## src/hdl/uflh_pkg.sv

```systemverilog
// ----------------------------------------------------------------------------
// uflh_pkg
// Shared types and constants of the upload frame ledger.
// ----------------------------------------------------------------------------
package uflh_pkg;

  localparam int unsigned LightmapSlotsDefault = 2;
  localparam logic [63:0] FnvPrime = 64'd1099511628211;
  localparam logic [63:0] FnvBasis = 64'd14695981039346656037;
  localparam int unsigned HashBytes = 40;

  typedef struct packed {
    logic [31:0] frame_index;
    logic [31:0] tr_bytes;
    logic [31:0] lm_bytes;
    logic        full_upload;
    logic        variable_mode;
  } in_word_t;

  typedef struct packed {
    logic        status;
    logic [32:0] frame_bytes;
    logic [47:0] transient_sum;
    logic [47:0] lightmap_sum;
    logic [47:0] upload_sum;
    logic [63:0] chain_hash;
    logic [31:0] transient_low;
    logic [31:0] transient_high;
    logic [31:0] variation_count;
    logic [32:0] frame_bytes_low;
    logic [32:0] frame_bytes_high;
    logic [31:0] frames_done;
  } out_word_t;

  // controller to datapath
  typedef struct packed {
    logic load;      // capture input word; rules are evaluated in CHECK
    logic hash_step; // fold one byte
    logic commit;    // write state if record is good
  } dp_cmd_t;

  // datapath to controller
  typedef struct packed {
    logic bad;
    logic hash_last;
  } dp_stat_t;

endpackage

```

## src/hdl/uflh_ctrl.sv

```systemverilog
// ----------------------------------------------------------------------------
// uflh_ctrl
// Sequencer: load, check, hash byte loop, commit, output handoff.
// ----------------------------------------------------------------------------
module uflh_ctrl (
  input  logic              clk,
  input  logic              rst,
  input  logic              in_valid,
  output logic              in_ready,
  output logic              out_valid,
  input  logic              out_ready,
  output uflh_pkg::dp_cmd_t cmd,
  input  uflh_pkg::dp_stat_t stat
);
  import uflh_pkg::*;

  typedef enum logic [1:0] {IDLE, CHECK, HASH, SEND} state_t;
  state_t state;

  assign in_ready = (state == IDLE) && !out_valid;

  always_comb begin
    cmd.load = in_valid && in_ready;
    cmd.hash_step = (state == HASH);
    cmd.commit = (state == SEND);
  end

  // advance through one record; hold result until taken
  always_ff @(posedge clk) begin
    if (rst) begin
      state <= IDLE;
      out_valid <= 1'b0;
    end else begin
      if (out_valid && out_ready) out_valid <= 1'b0;
      case (state)
        IDLE: if (cmd.load) state <= CHECK;
        CHECK: state <= stat.bad ? SEND : HASH;
        HASH: if (stat.hash_last) state <= SEND;
        SEND: begin
          out_valid <= 1'b1;
          state <= IDLE;
        end
        default: state <= IDLE;
      endcase
    end
  end
endmodule

```

## config.mk

```make
export PLATFORM = sky130hd
export DESIGN_NAME = uflh_ctrl
export DESIGN_NICKNAME = d
export VERILOG_FILES = /design/src/hdl/uflh_pkg.sv /design/src/hdl/uflh_ctrl.sv
export SDC_FILE = /design/constraint.sdc
export NUM_CORES = 1
export LEC_CHECK = 0
export BUFFER_PORTS_ARGS = -buffer_cell sky130_fd_sc_hd__buf_2
export CAP_MARGIN = 10
export CORE_AREA = 2 2 39 41
export CTS_BUF_LIST = sky130_fd_sc_hd__clkbuf_8 sky130_fd_sc_hd__clkbuf_16
export DETAILED_ROUTE_END_ITERATION = 8
export DIE_AREA = 0 0 41 43
export GPL_TIMING_DRIVEN = 0
export PLACE_DENSITY_LB_ADDON = 0.2
export SLEW_MARGIN = 20
export SYNTH_ARGS = -nofsm -noshare
export SYNTH_HDL_FRONTEND = slang
export SYNTH_SLANG_ARGS = --single-unit
```

## constraint.sdc

```tcl
create_clock -name clk -period 1.6 [get_ports clk]
set_clock_uncertainty 0.1 [all_clocks]
set_input_delay 0.32 -clock clk [delete_from_list [all_inputs] [get_ports clk]]
set_output_delay 0.32 -clock clk [all_outputs]
set_load 0.01 [all_outputs]
```

Yosys cells after proc, flatten, opt, wreduce, memory -nomap -nowiden
Cells that the tools add are included.
- bits in registers: 3
- output and inout port bits: 5
- eq/ne operators: 5
- muxes and demuxes: 6
- reduce and logical (&&, ||, !) cells: 7
- operators with widths (kind ; number):
    case mux 2 bit (4 select lines) ; 1
    equality test 2 bit (second input constant) ; 2
    two-way mux 2 bit ; 2
    logical AND 1 bit ; 3
    two-way mux 1 bit ; 3
    equality test 2 x 1 -> 1 bit (second input constant) ; 1
    logical NOT 2 bit ; 1
    != test 2 x 1 -> 1 bit (second input constant) ; 1
    != test 2 bit (second input constant) ; 1
    AND reduction 2 bit ; 1
    nonzero test 2 bit ; 1
    logical NOT 1 bit ; 1

Longest topological paths before layout
- depth in word-level cells: 5
- depth in mapped cells: 5
- depth with buffers taken out: 5

Worst setup path before layout
Ideal clock, no wire load.
- path kind: reg-to-output
- start point: reg state[0]
- end point: out cmd[2] (netlist name)
- arrival time: 1.051 ns
- data required time: 1.180 ns
- path slack: 0.129 ns
- cell stages (with the launch flop): 5
- buffers on the path: 0
- cells stage by stage: dfxtp_1 > inv_1 > ha_1 > and2b_2 > and2_1
- RTL lines (what ; line ; source):
    start: declaration ; uflh_ctrl.sv:18 ; state_t state;
    start signal: assignment ; uflh_ctrl.sv:37 ; CHECK: state <= stat.bad ? SEND : HASH;
    end: declaration ; uflh_ctrl.sv:12 ; output uflh_pkg::dp_cmd_t cmd,

==> results list <==
- Run status: complete, but fails checks
- The final reports fail on setup timing.
* Actual transition at the worst max-transition pin: approximately 0.28 ns
- During synthesis, Yosys emitted a total of 0 warnings.
- The worst setup path is of the flip-flop to output port kind.
* Core Area: roughly 1400 um2
* Clock buffers created by TritonCTS: 3
* Clock tree from TritonCTS: yes
* Area enclosed by the die boundary: 1760 um2
- Share of final-layout standard cells stronger than drive strength 1: 0.591
- Clock slew at reported path FFs: roughly 0.030 ns
- Hold-fix buffer count after cts: 0
- Filler instances: between 150 and 200
- Summed over all layers, the global routing overflow is 0.
- Part of the Yosys area used for sequential elements: 0.250
- Area taken by flip-flops and latches: 62.6 um2
- Fraction of synthesized cell area taken by the top area cell type: 0.260
- Flip-flop cell with the highest count after synthesis: sky130_fd_sc_hd__dfxtp_1
- Buffers added on ports: 10
- In the global route stage, overall resource usage came out at 0.0701.
- Max-cap viol count: 0
- Together, buffers and inverters on the worst path number 2.
- CTS Root Cell: sky130_fd_sc_hd__clkbuf_8
* Required time of the worst setup path: 1.18 ns
* Area of the mapped netlist: 240 um2
* Total Wirelength: 535 um
- Buffers from clock root to sink, at most: 2
- First-pass GRT wire length: roughly 790 um
- Largest stage delay, worst path: between 0.3 and 0.4 ns
* Largest cells by area after synthesis: sky130_fd_sc_hd__ha_1 26%, sky130_fd_sc_hd__dfxtp_1 25%, sky130_fd_sc_hd__a221oi_2 6.3%, sky130_fd_sc_hd__nand2b_4 5.7%, sky130_fd_sc_hd__nand2b_1 5.2%
- Including well taps, the total number of placed cells is 51.
- Peak supply drop: approximately 0.00062 V
- The worst hold path was traced through 2 stages.
- Number of DRC markers after the initial detailed-route iteration: 2
* Clock net sink count: 3
- The critical path crosses 5 cells after its start point.
- After detailed routing, the average wire length per cell comes to 8.92 um.
- Type of element launching the critical path: flip-flop
- Max H-tree Level: 1
* Cells along the critical path: inv_4 > ha_4 > and2b_2 > and2_1 > buf_2
- The net count of the finished layout is 56.
* Classification of the worst-slack hold path: input pin to flip-flop
- Worst skew pair latency: 0.21 ns
- Headroom to the max-slew limit came out at 0.816.
- On the critical path the largest part of the delay comes from flip-flops.
- Along the worst path, the maximum fanout reaches 2.
- In this run the power density over the cells is 1760 nW/um2.
* Number of instances in the synthesized netlist: 25
- Multi-input logic area: 181 um2
* Highest metal used: met3
* DR vias/cell: 3.83
- Total half-perimeter wirelength after legalization and detailed placement: about 380 um
- Top post-synthesis cells by count: 5 x sky130_fd_sc_hd__ha_1, 3 x sky130_fd_sc_hd__dfxtp_1, 3 x sky130_fd_sc_hd__inv_1
- Post-route antenna net violation count: 0
- Post-placement worst setup slack: -0.00550 ns
- After detailed routing, the met2 layer carries 322 um of wire.
- Drt drc: 0
* Post-synth EDFFs: 0
- Area growth syn-to-layout: 70.8%
- The number of failing hold endpoints at the final stage was 0.
- The initialized floorplan defines 14 standard-cell rows.
* Seq cells post-synth: 3
- Fraction of synthesis flops using an asynchronous set or reset pin: 0
- Dividing the final minimum period by the clock period gives 1.00.
- Routability-driven placement finished with a final weighted congestion of 0.746.
- In this run the mean area of a mapped cell was 9.61 um2.
- TritonRoute pass-1 iters: 2
- Count of endpoints failing setup in the final report: 1
* Layout Cells excl Fill: 60
* Slowest-stage cell, CP: sky130_fd_sc_hd__dfxtp_2
* Data arrival time of the critical path: 1.19 ns
* Nature of the critical path endpoint: output port
* Cell depth of the worst flop-to-flop path: 6
- The max-slew violation count was 0.
- Once layout is done, the placed cells without fillers occupy 410 um2.
* Count of distinct cell types in the synthesized netlist: 14
- Across all setup checks in the final design, the least slack found is -0.00779 ns.
- Most common cell in the netlist: sky130_fd_sc_hd__ha_1
* Detailed-route via count: 230
* N_diodes: 0
- In the final routing, the length of wire on met1 measures 193 um.
- After detailed routing, the met3 layer carries about 19 um of wire.
- The largest total area in the synthesized netlist belongs to sky130_fd_sc_hd__ha_1.
* Die width: 41 um
* Largest net degree at the start of global routing: 5
- For this design the static power due to leakage is 0.209 nW.
* Synthesized Nets: 36
- The number of global-route vias before repair is between 200 and 250.
- The smallest clock period supported by the final layout is computed as 1.61 ns.
* Setup repair after global routing missed its margin: true
- Hold WS: 0.211 ns
- Vertical extent of the die: between 40 and 50 um
- F_max: 0.622 GHz
* Cell Area, Placed: between 300 and 400 um2
* Number of antenna violations at the first check in global routing: 0
* Final cell utilization of the core: 0.297
- 11 I/O pins were placed.
* Effective utilization at floorplan: 0.174
## registers in the layout (all words and copies together), names as in the netlist
register and cells:
state 2, out_valid 1
## metal layers
metal | GRT usage | vias to the layer above
met2 | 0.109 | 3
met3 | 0.0314 | 0
li1 | - | 120
met4 | 0.0600 | 0
met5 | 0 | -
met1 | 0.0639 | 107
## stage by stage
step | total power [W] | TNS, ns
5_1_grt | 0.000786 | -0.0570
6_report | 0.000721 | -0.00779
3_3_place_gp | 0.000393 | 0
4_1_cts | 0.000712 | -0.0161
3_5_place_dp | 0.000400 | -0.00550
2_1_floorplan | 0.000324 | 0
## placed cells by master, fill, tap and decap left out
cell / Yosys / final
sky130_fd_sc_hd__clkbuf_8: 0 / 3
sky130_fd_sc_hd__a211oi_1: 1 / 1
sky130_fd_sc_hd__a221oi_2: 1 / 1
sky130_fd_sc_hd__nand2b_1: 2 / 2
sky130_fd_sc_hd__nor2b_1: 1 / 1
sky130_fd_sc_hd__dfxtp_1: 3 / 1
sky130_fd_sc_hd__nor2_1: 2 / 2
sky130_fd_sc_hd__buf_2: 0 / 10
sky130_fd_sc_hd__ha_4: 0 / 1
sky130_fd_sc_hd__a21oi_1: 2 / 2
sky130_fd_sc_hd__inv_2: 0 / 1
sky130_fd_sc_hd__ha_1: 5 / 4
sky130_fd_sc_hd__buf_4: 0 / 5
sky130_fd_sc_hd__and2b_2: 1 / 1
sky130_fd_sc_hd__inv_4: 0 / 1
sky130_fd_sc_hd__dfxtp_2: 0 / 2
sky130_fd_sc_hd__inv_1: 3 / 2
sky130_fd_sc_hd__nand2b_4: 1 / 1
sky130_fd_sc_hd__a211o_1: 1 / 1
sky130_fd_sc_hd__and2_1: 1 / 1
sky130_fd_sc_hd__mux2i_1: 1 / 1
## where the power goes
part           switching (W)  internal (W)  leakage (nW)
clock network      0.0000462      0.000163        0.0269
registers          0.0000198      0.000104        0.0253
logic               0.000178      0.000210         0.157
total               0.000244      0.000477         0.209
## worst paths after layout
check	startpoint	end	slack, ns
max	state[0]	cmd[2]	-0.008
min	rst	state[0]	0.21
max reg2reg	state[0]	state[0]	0.09
min reg2reg	out_valid	out_valid	0.44
## what timing repair did
action	4_1_cts	5_1_grt
buffers inserted	4	1
gates cloned	0	0
pin swaps	2	1
resized for setup	7	0
setup endpoints to repair	2	1
## area by class of cell
| type | instances | area share |
|---|---|---|
| clock buffers | 3 | 0.101 |
| multi-input cells | 19 | 0.442 |
| flip-flops and latches | 3 | 0.152 |
| inverters | 3 | 0.0335 |
| clock inverters | 1 | 0.00915 |
| well taps | 16 | 0.0488 |
| repair buffers | 15 | 0.213 |
## kinds of logic (layout without fill, tap and decap cells)
| kind of cell | Yosys count | count (layout) | synth area share |
|---|---|---|---|
| mux | 1 | 1 | 0.0417 |
| fa+ha+maj | 5 | 5 | 0.260 |
| simple gates | 8 | 8 | 0.229 |
| buf+inv | 3 | 22 | 0.0469 |
| flops | 3 | 3 | 0.250 |
| compound gates | 5 | 5 | 0.172 |
Power figures use the tool's default switching activity.
