===== src/hdl/uflh_pkg.sv =====
// ----------------------------------------------------------------------------
// uflh_pkg
// Shared types and constants of the upload frame ledger.
// ----------------------------------------------------------------------------
package uflh_pkg;

  localparam int unsigned LightmapSlotsDefault = 2;
  localparam logic [63:0] FnvPrime = 64'd1099511628211;
  localparam logic [63:0] FnvBasis = 64'd14695981039346656037;
  localparam int unsigned HashBytes = 40;

  typedef struct packed {
    logic [31:0] frame_index;
    logic [31:0] tr_bytes;
    logic [31:0] lm_bytes;
    logic        full_upload;
    logic        variable_mode;
  } in_word_t;

  typedef struct packed {
    logic        status;
    logic [32:0] frame_bytes;
    logic [47:0] transient_sum;
    logic [47:0] lightmap_sum;
    logic [47:0] upload_sum;
    logic [63:0] chain_hash;
    logic [31:0] transient_low;
    logic [31:0] transient_high;
    logic [31:0] variation_count;
    logic [32:0] frame_bytes_low;
    logic [32:0] frame_bytes_high;
    logic [31:0] frames_done;
  } out_word_t;

  // controller to datapath
  typedef struct packed {
    logic load;      // capture input word; rules are evaluated in CHECK
    logic hash_step; // fold one byte
    logic commit;    // write state if record is good
  } dp_cmd_t;

  // datapath to controller
  typedef struct packed {
    logic bad;
    logic hash_last;
  } dp_stat_t;

endpackage


===== src/hdl/uflh_dp.sv =====
// ----------------------------------------------------------------------------
// uflh_dp
// Ledger state, rule checks and a byte-serial FNV-1a hash unit.
// ----------------------------------------------------------------------------
module uflh_dp #(
  parameter int unsigned LIGHTMAP_SLOTS = uflh_pkg::LightmapSlotsDefault
) (
  input  logic                clk,
  input  logic                rst,
  input  logic [31:0]         slot_image_bytes,
  input  uflh_pkg::in_word_t  in_word,
  input  uflh_pkg::dp_cmd_t   cmd,
  output uflh_pkg::dp_stat_t  stat,
  output uflh_pkg::out_word_t out_word
);
  import uflh_pkg::*;

  localparam int unsigned CntW = $clog2(HashBytes);
  localparam int unsigned QuotaShift = 32 + $clog2(LIGHTMAP_SLOTS);
  localparam logic [32:0] QuotaRecip =
    33'(((69'd1 << QuotaShift) + 69'(LIGHTMAP_SLOTS) - 69'd1) / 69'(LIGHTMAP_SLOTS));

  in_word_t    rec;
  logic [31:0] quota;
  logic [68:0] quota_prod;
  logic [32:0] ftot;
  logic [48:0] nt, nl, nu;
  logic        bad, bad_c;

  logic [31:0] frame_count, first_transient, bounded_size;
  logic [31:0] t_min, t_max, variation, full_count;
  logic [32:0] f_min, f_max;
  logic [47:0] tot_t, tot_l, tot_u;
  logic [63:0] hash_reg, hash_work;
  logic        mode_reg;
  logic [CntW-1:0] byte_cnt;
  logic [319:0] hash_src;
  logic [7:0]  hbyte;
  logic [63:0] hx;
  logic        status_q;
  logic [32:0] ftot_q;

  // divide by slot count as a multiply by the rounded-up reciprocal
  assign quota_prod = 69'(slot_image_bytes) * 69'(QuotaRecip);
  assign quota = quota_prod[QuotaShift +: 32];
  assign ftot = {1'b0, rec.tr_bytes} + {1'b0, rec.lm_bytes};

  // capture record
  always_ff @(posedge clk) begin
    if (cmd.load) begin
      rec <= in_word;
    end
  end

  // candidate totals, one bit wider to catch overflow
  assign nt = {1'b0, tot_t} + {17'd0, rec.tr_bytes};
  assign nl = {1'b0, tot_l} + {17'd0, rec.lm_bytes};
  assign nu = {1'b0, tot_u} + {16'd0, ftot};

  // evaluate rules in CHECK
  always_comb begin
    logic exp_full;
    exp_full = ({32'd0, rec.frame_index} < 64'(LIGHTMAP_SLOTS));
    bad_c = 1'b0;
    if (frame_count != 32'd0 && mode_reg != rec.variable_mode) bad_c = 1'b1;
    if (rec.frame_index != frame_count) bad_c = 1'b1;
    if (rec.tr_bytes == 32'd0 || rec.lm_bytes == 32'd0) bad_c = 1'b1;
    if (rec.full_upload != exp_full) bad_c = 1'b1;
    if (rec.full_upload && rec.lm_bytes != quota) bad_c = 1'b1;
    if (!rec.full_upload && rec.lm_bytes >= quota) bad_c = 1'b1;
    if (!rec.variable_mode && first_transient != 32'd0 &&
        first_transient != rec.tr_bytes) bad_c = 1'b1;
    if (bounded_size != 32'd0 && !rec.full_upload &&
        bounded_size != rec.lm_bytes) bad_c = 1'b1;
    if (nt[48] || nl[48] || nu[48]) bad_c = 1'b1;
    if (frame_count == 32'hFFFF_FFFF) bad_c = 1'b1;
    if (rec.full_upload && full_count == 32'hFFFF_FFFF) bad_c = 1'b1;
  end

  // hash byte stream, low byte of each word first
  assign hash_src = {63'd0, rec.full_upload, 31'd0, ftot, 32'd0, rec.lm_bytes,
                     32'd0, rec.tr_bytes, 32'd0, rec.frame_index};
  assign hbyte = hash_src[byte_cnt*8 +: 8];
  assign hx = hash_work ^ {56'd0, hbyte};

  assign stat = '{bad: bad_c, hash_last: (byte_cnt == CntW'(HashBytes - 1))};

  // fold one byte per step; the prime is 2^40 + 0x1B3, so shift and add
  always_ff @(posedge clk) begin
    if (cmd.load) begin
      byte_cnt <= '0;
      hash_work <= hash_reg;
    end else if (cmd.hash_step) begin
      byte_cnt <= byte_cnt + 1'b1;
      hash_work <= hx + (hx << 1) + (hx << 4) + (hx << 5) + (hx << 7) + (hx << 8) +
                   (hx << 40);
    end
  end

  // remember verdict from CHECK
  always_ff @(posedge clk) begin
    if (cmd.load) bad <= 1'b0;
    else if (!cmd.hash_step && !cmd.commit) bad <= bad_c;
  end

  // commit accepted record, then publish
  always_ff @(posedge clk) begin
    if (rst) begin
      frame_count <= '0; first_transient <= '0; bounded_size <= '0;
      t_min <= '0; t_max <= '0; f_min <= '0; f_max <= '0;
      tot_t <= '0; tot_l <= '0; tot_u <= '0;
      hash_reg <= FnvBasis; variation <= '0; full_count <= '0; mode_reg <= 1'b0;
    end else if (cmd.commit && !bad) begin
      if (frame_count == 32'd0) begin
        first_transient <= rec.tr_bytes;
        t_min <= rec.tr_bytes;
        t_max <= rec.tr_bytes;
      end else begin
        if (rec.tr_bytes < t_min) t_min <= rec.tr_bytes;
        if (rec.tr_bytes > t_max) t_max <= rec.tr_bytes;
        if (rec.tr_bytes != first_transient) variation <= variation + 1'b1;
      end
      if (!rec.full_upload) bounded_size <= rec.lm_bytes;
      tot_t <= nt[47:0]; tot_l <= nl[47:0]; tot_u <= nu[47:0];
      if (frame_count == 32'd0 || ftot < f_min) f_min <= ftot;
      if (ftot > f_max) f_max <= ftot;
      if (rec.full_upload) full_count <= full_count + 1'b1;
      hash_reg <= hash_work;
      frame_count <= frame_count + 1'b1;
      mode_reg <= rec.variable_mode;
    end
  end

  always_ff @(posedge clk) begin
    if (cmd.commit) begin
      status_q <= bad;
      ftot_q <= bad ? 33'd0 : ftot;
    end
  end

  always_comb begin
    out_word.status = status_q;
    out_word.frame_bytes = ftot_q;
    out_word.transient_sum = tot_t;
    out_word.lightmap_sum = tot_l;
    out_word.upload_sum = tot_u;
    out_word.chain_hash = hash_reg;
    out_word.transient_low = t_min;
    out_word.transient_high = t_max;
    out_word.variation_count = variation;
    out_word.frame_bytes_low = f_min;
    out_word.frame_bytes_high = f_max;
    out_word.frames_done = frame_count;
  end
endmodule

===== config.mk =====
export PLATFORM = sky130hd
export DESIGN_NAME = uflh_dp
export DESIGN_NICKNAME = d
export VERILOG_FILES = /design/src/hdl/uflh_pkg.sv /design/src/hdl/uflh_dp.sv
export SDC_FILE = /design/constraint.sdc
export NUM_CORES = 2
export LEC_CHECK = 0
export BUFFER_PORTS_ARGS = -buffer_cell sky130_fd_sc_hd__buf_2
export CAP_MARGIN = 20
export CORE_UTILIZATION = 35
export DETAILED_ROUTE_END_ITERATION = 7
export PLACE_DENSITY_LB_ADDON = 0.3
export SLEW_MARGIN = 20
export SYNTH_ARGS = -nofsm -noshare
export SYNTH_HDL_FRONTEND = slang
export SYNTH_SLANG_ARGS = --single-unit

===== constraint.sdc =====
create_clock -name clk -period 20.3 [get_ports clk]
set_input_delay 4.06 -clock clk [delete_from_list [all_inputs] [get_ports clk]]
set_output_delay 4.06 -clock clk [all_outputs]
set_load 0.02 [all_outputs]

# --- Yosys cells after proc, flatten, opt, wreduce, memory -nomap -nowiden ---
# Cells that the tools add are included.
totals:
  register_bits: 702
  input_bits: 135
  out_inout_bits: 438
  word_cells: 111
op_classes:
  n_addsub: 14
  order_cmp: 6
  eq_ne: 10
  shift: 1
  n_mux: 17
  bitwise_logic: 3
  n_reduce_logical: 36
op_table:
  columns: ["cell", "count"]
  rows:
  - ["adder 64 bit", 6]
  - ["variable part select 320 x 10 -> 8 bit", 1]
  - ["2-to-1 mux 32 bit", 4]
  - ["2-to-1 mux 64 bit", 2]
  - ["!= test 32 bit", 4]
  - ["adder 48 x 32 -> 49 bit", 2]
  - ["adder 32 x 1 -> 32 bit (second input constant)", 3]
  - ["zero test 32 bit", 3]
  - ["nonzero test 32 bit", 3]
  - ["== test 32 bit (second input constant)", 2]
  - ["bitwise XOR 64 x 8 -> 64 bit", 1]
  - ["adder 48 x 33 -> 49 bit", 1]
  - ["adder 32 x 32 -> 33 bit", 1]
  - ["> comparator 33 bit", 1]
  - ["less-than comparator 33 bit", 1]
  - ["greater-or-equal comparator 32 x 31 -> 1 bit", 1]
  - ["> comparator 32 bit", 1]
  - ["less-than comparator 32 x 2 -> 1 bit (second input constant)", 1]
  - ["less-than comparator 32 bit", 1]
  - ["!= test 32 x 31 -> 1 bit", 1]
  - ["AND reduction 2 bit", 7]
  - ["2-to-1 mux 1 bit", 11]
  - ["logical AND 1 bit", 10]
  - ["adder 6 x 1 -> 6 bit (second input constant)", 1]
  - ["7 further kinds", 18]

# --- Logic depth before layout (Yosys ltp) ---
logic_depth:
  depth_word: 13
  depth_mapped: 32
  depth_no_buf: 31

# --- Least setup slack after synthesis ---
# OpenSTA, ideal clock, no wires.
synth_path:
  kind: "input port to output port"
  from: "input slot_image_bytes[10]"
  to: "output stat[1] (netlist name)"
  arrival_time_ns: 6.305
  required_time_ns: 16.240
  setup_slack_ns: 9.935
  cell_stages: 13
  path_buffers: 1
  cell_sequence: "inv_1 -> ha_1 -> a21o_1 -> a21o_1 -> a221o_1 -> a2111o_1 -> o21ai_0 -> o211ai_1 -> a21oi_1 -> o221ai_1 -> a31oi_1 -> nand2_1 -> buf_4"
synth_via:
  elab_chain_len: 9
  word_cells_on_any_way: 11
  cone_classes: "order compare: 1; eq/ne: 1; mux: 7; reduce/logical: 2"
synth_rtl:
  columns: ["element", "line_no", "text"]
  rows:
  - ["start, declared", "uflh_dp.sv:10", "input logic [31:0] slot_image_bytes,"]
  - ["parallel branches: the longest is 3 deep, another holds greater-or-equal comparator 32 x 31 -> 1 bit", null, null]
  - ["2-to-1 mux 1 bit (*)", "uflh_dp.sv:70", "if (!rec.full_upload && rec.lm_bytes >= quota) bad_c = 1'b1;"]
  - ["2-to-1 mux 1 bit (*)", "uflh_dp.sv:71", "if (!rec.variable_mode && first_transient != 32'd0 &&"]
  - ["2-to-1 mux 1 bit (*)", "uflh_dp.sv:73", "if (bounded_size != 32'd0 && !rec.full_upload &&"]
  - ["2-to-1 mux 1 bit (*)", "uflh_dp.sv:75", "if (nt[48] || nl[48] || nu[48]) bad_c = 1'b1;"]
  - ["2-to-1 mux 1 bit (*)", "uflh_dp.sv:76", "if (frame_count == 32'hFFFF_FFFF) bad_c = 1'b1;"]
  - ["2-to-1 mux 1 bit (*)", "uflh_dp.sv:77", "if (rec.full_upload && full_count == 32'hFFFF_FFFF) bad_c = 1'b1;"]
  - ["end, declared", "uflh_dp.sv:13", "output uflh_pkg::dp_stat_t stat,"]
# Every way passes the cells marked *.

==> run metrics <==
RSZ-0062 raised after global routing=no; layout cell share with drive strength beyond 1=14.8%; Avg WL per Cell=22.8 um; CTS tree=done; Core ar.=0.140 sq mm; Async S/R FF share, synth=0%; crit path kind=flop to output pin; fin crit share=62.0%; vias in the first global route=42100; Worst Hold Class=flop to flop; Resized cells post-CTS=0; post-CTS setup buffer count=0; RePlAce Congestion=0.952; EDFF count, synth=196; crit path max fanout=10; Nets=6821; First DRT Iteration DRCs=3510; Synth Instances=5527; clk_lat worst skew=0.72 ns; row count=137; DRC Markers=0; startpoint types=flop; count of final setup violators=0; vias per cell=5.48; skew final=0.0528 ns; First-pass DRT Iterations=5; achievable frequency=79.4 MHz; Sequential Area=0.0160 sq mm; Multi-input gate area=0.0311 sq mm; cts bufs inserted=89; fin worst setup slack=7.71 ns; CTS sink count=702; Max Root-Sink Buffers=3; Setup TNS Final=0 ns; crit path time final=12.59 ns; Starting Density=35.3%; synthesized cell area=0.0492 sq mm; antenna violations before repair=27; Die Footprint=0.142 sq mm; hold buffers post-CTS=0; pre-CTS setup slack=8.55 ns; max_slew headroom=24.3%; Synth Register Bits=702; global-route wire length before repair=270 mm; htree depth=3; Post-DRT Antenna Nets=0; Arr. time, crit path=8.53 ns; maximum number of pins on one net before global-route repair=213; max-slew violations=0; die width=377 um; root buffer cell=clkbuf_16; worst-margin pin slew=1.13 ns; Seq/Total Area, Yosys=32.5%; Die Ht=377 um; Worst setup EP type=output pin; fill count=14000; total gr overflow=0; Synth Warn #=0; Layout area overhead=16.6%; # IOs=573; status=completed; leading register cell type out of synthesis=dfxtp_1; Final Hold Vio Count=0; routed wire length=182 mm; Distinct cells, synth=81; Synth Area per Inst=8.90 sq um; routed via count=43800; CP required=16.24 ns; Post-DP HPWL=137 mm; syn_nets=6314; port bufs=571; GRT Util Overall=25.1%; max FFs per register=97; Reg clk slew, reported paths=0.06 ns; max cap viols=0
-- cells in the mapped netlist (46+ instances only) --
cell	count	area share (%)
nand2_1	751	5.7
a21oi_1	536	5.5
dfxtp_1	506	21
ha_1	403	10
inv_1	316	2.4
o21ai_0	302	3.1
nor2_1	295	2.3
fa_1	249	10
clkbuf_1	226	1.7
nand3_1	219	2.2
xnor2_1	204	3.6
edfxtp_1	196	12
a21o_1	161	2.5
xor2_1	160	2.8
nand4_1	114	1.4
nor4_1	81	1.0
nor3_1	73	0.74
nor2b_1	62	0.79
a211oi_1	51	0.78
mux2i_1	46	0.94
-- area by class of cell --
type | instances | area share [%]
sequential | 702 | 27.9
tap | 1876 | 4.09
clock inverter | 51 | 1.02
clock buffer | 117 | 4.33
antenna | 4 | 0.0174
multi-input combinational | 4256 | 54.2
timing repair buffer | 666 | 6.30
inverter | 319 | 2.09
-- metal layers --
metal | part of all wire [%] | GRT usage (%) | wire length, um
met1 | 44 | 33.8 | 79700
met2 | 44 | 39.0 | 80400
met3 | 7.8 | 5.79 | 14300
met4 | 4.0 | 9.69 | 7360
met5 | 0.14 | 0 | 256
-- worst paths after layout --
path	startpoint	to	slack, ns	cells past startpoint
min	hash_reg[4]$_SDFFE_PP0P_	hash_reg[4]$_SDFFE_PP0P_	0.46	2
min reg2reg	hash_reg[4]$_SDFFE_PP0P_	hash_reg[4]$_SDFFE_PP0P_	0.46	2
max reg2reg	hash_src[64]$_DFFE_PP_	hash_work[52]$_DFFE_PP_	9.83	29
max	hash_src[64]$_DFFE_PP_	stat[1]	7.71	20
-- worst max-delay path, cell delays in order (launching register included) --
cell,delay [ns]
edfxtp_1,0.94
ha_1,0.32
a211oi_1,0.09
o21ai_0,0.25
nand4_1,0.17
a211o_1,0.34
a21boi_1,0.36
o21ai_0,0.19
a21oi_1,0.40
xor2_1,0.76
ha_1,0.44
a21o_1,0.19
a21oi_1,0.39
inv_1,0.24
a21oi_1,0.45
o21ai_0,0.33
a2111oi_0,0.67
o221ai_1,0.61
a31oi_1,0.37
nand2_1,0.08
buf_2,0.21
-- cell families after synthesis --
group / Yosys count / synth area share, %
compound gates: 1351 / 16.7
xor+xnor: 367 / 6.59
fa+ha+maj: 652 / 20.4
buf+inv: 569 / 4.36
flops: 702 / 32.5
mux: 94 / 2.59
simple gates: 1792 / 16.9
-- through the flow --
stage                     std cells  instance area [sq um]  hold slack (ns)  util (%)
after global routing           7988                  57400            0.478      41.1
after CTS                      7987                  57400            0.464      41.1
final                          7991                  57400            0.463      41.1
after floorplan                5527                  49200            0.406         -
after detailed placement       7819                  54300            0.457      38.9
after global placement         7819                  54300            0.453      38.9
-- cells in the final DEF, fill, tap and decap left out, types with 91 or more instances in the layout --
cell type,netlist,final
nor2_1,295,293
o21ai_0,302,302
ha_1,403,403
a21o_1,161,160
fa_1,249,249
nand3_1,219,219
xnor2_1,204,204
buf_4,2,93
xor2_1,160,160
nand2_1,751,750
inv_1,316,315
nand4_1,114,114
a21oi_1,536,535
buf_2,2,569
edfxtp_1,196,196
dfxtp_1,506,503
clkbuf_16,0,91
Power is not shown: default switching activity piles up to over one toggle a cycle in this logic, so the estimate is an artifact.
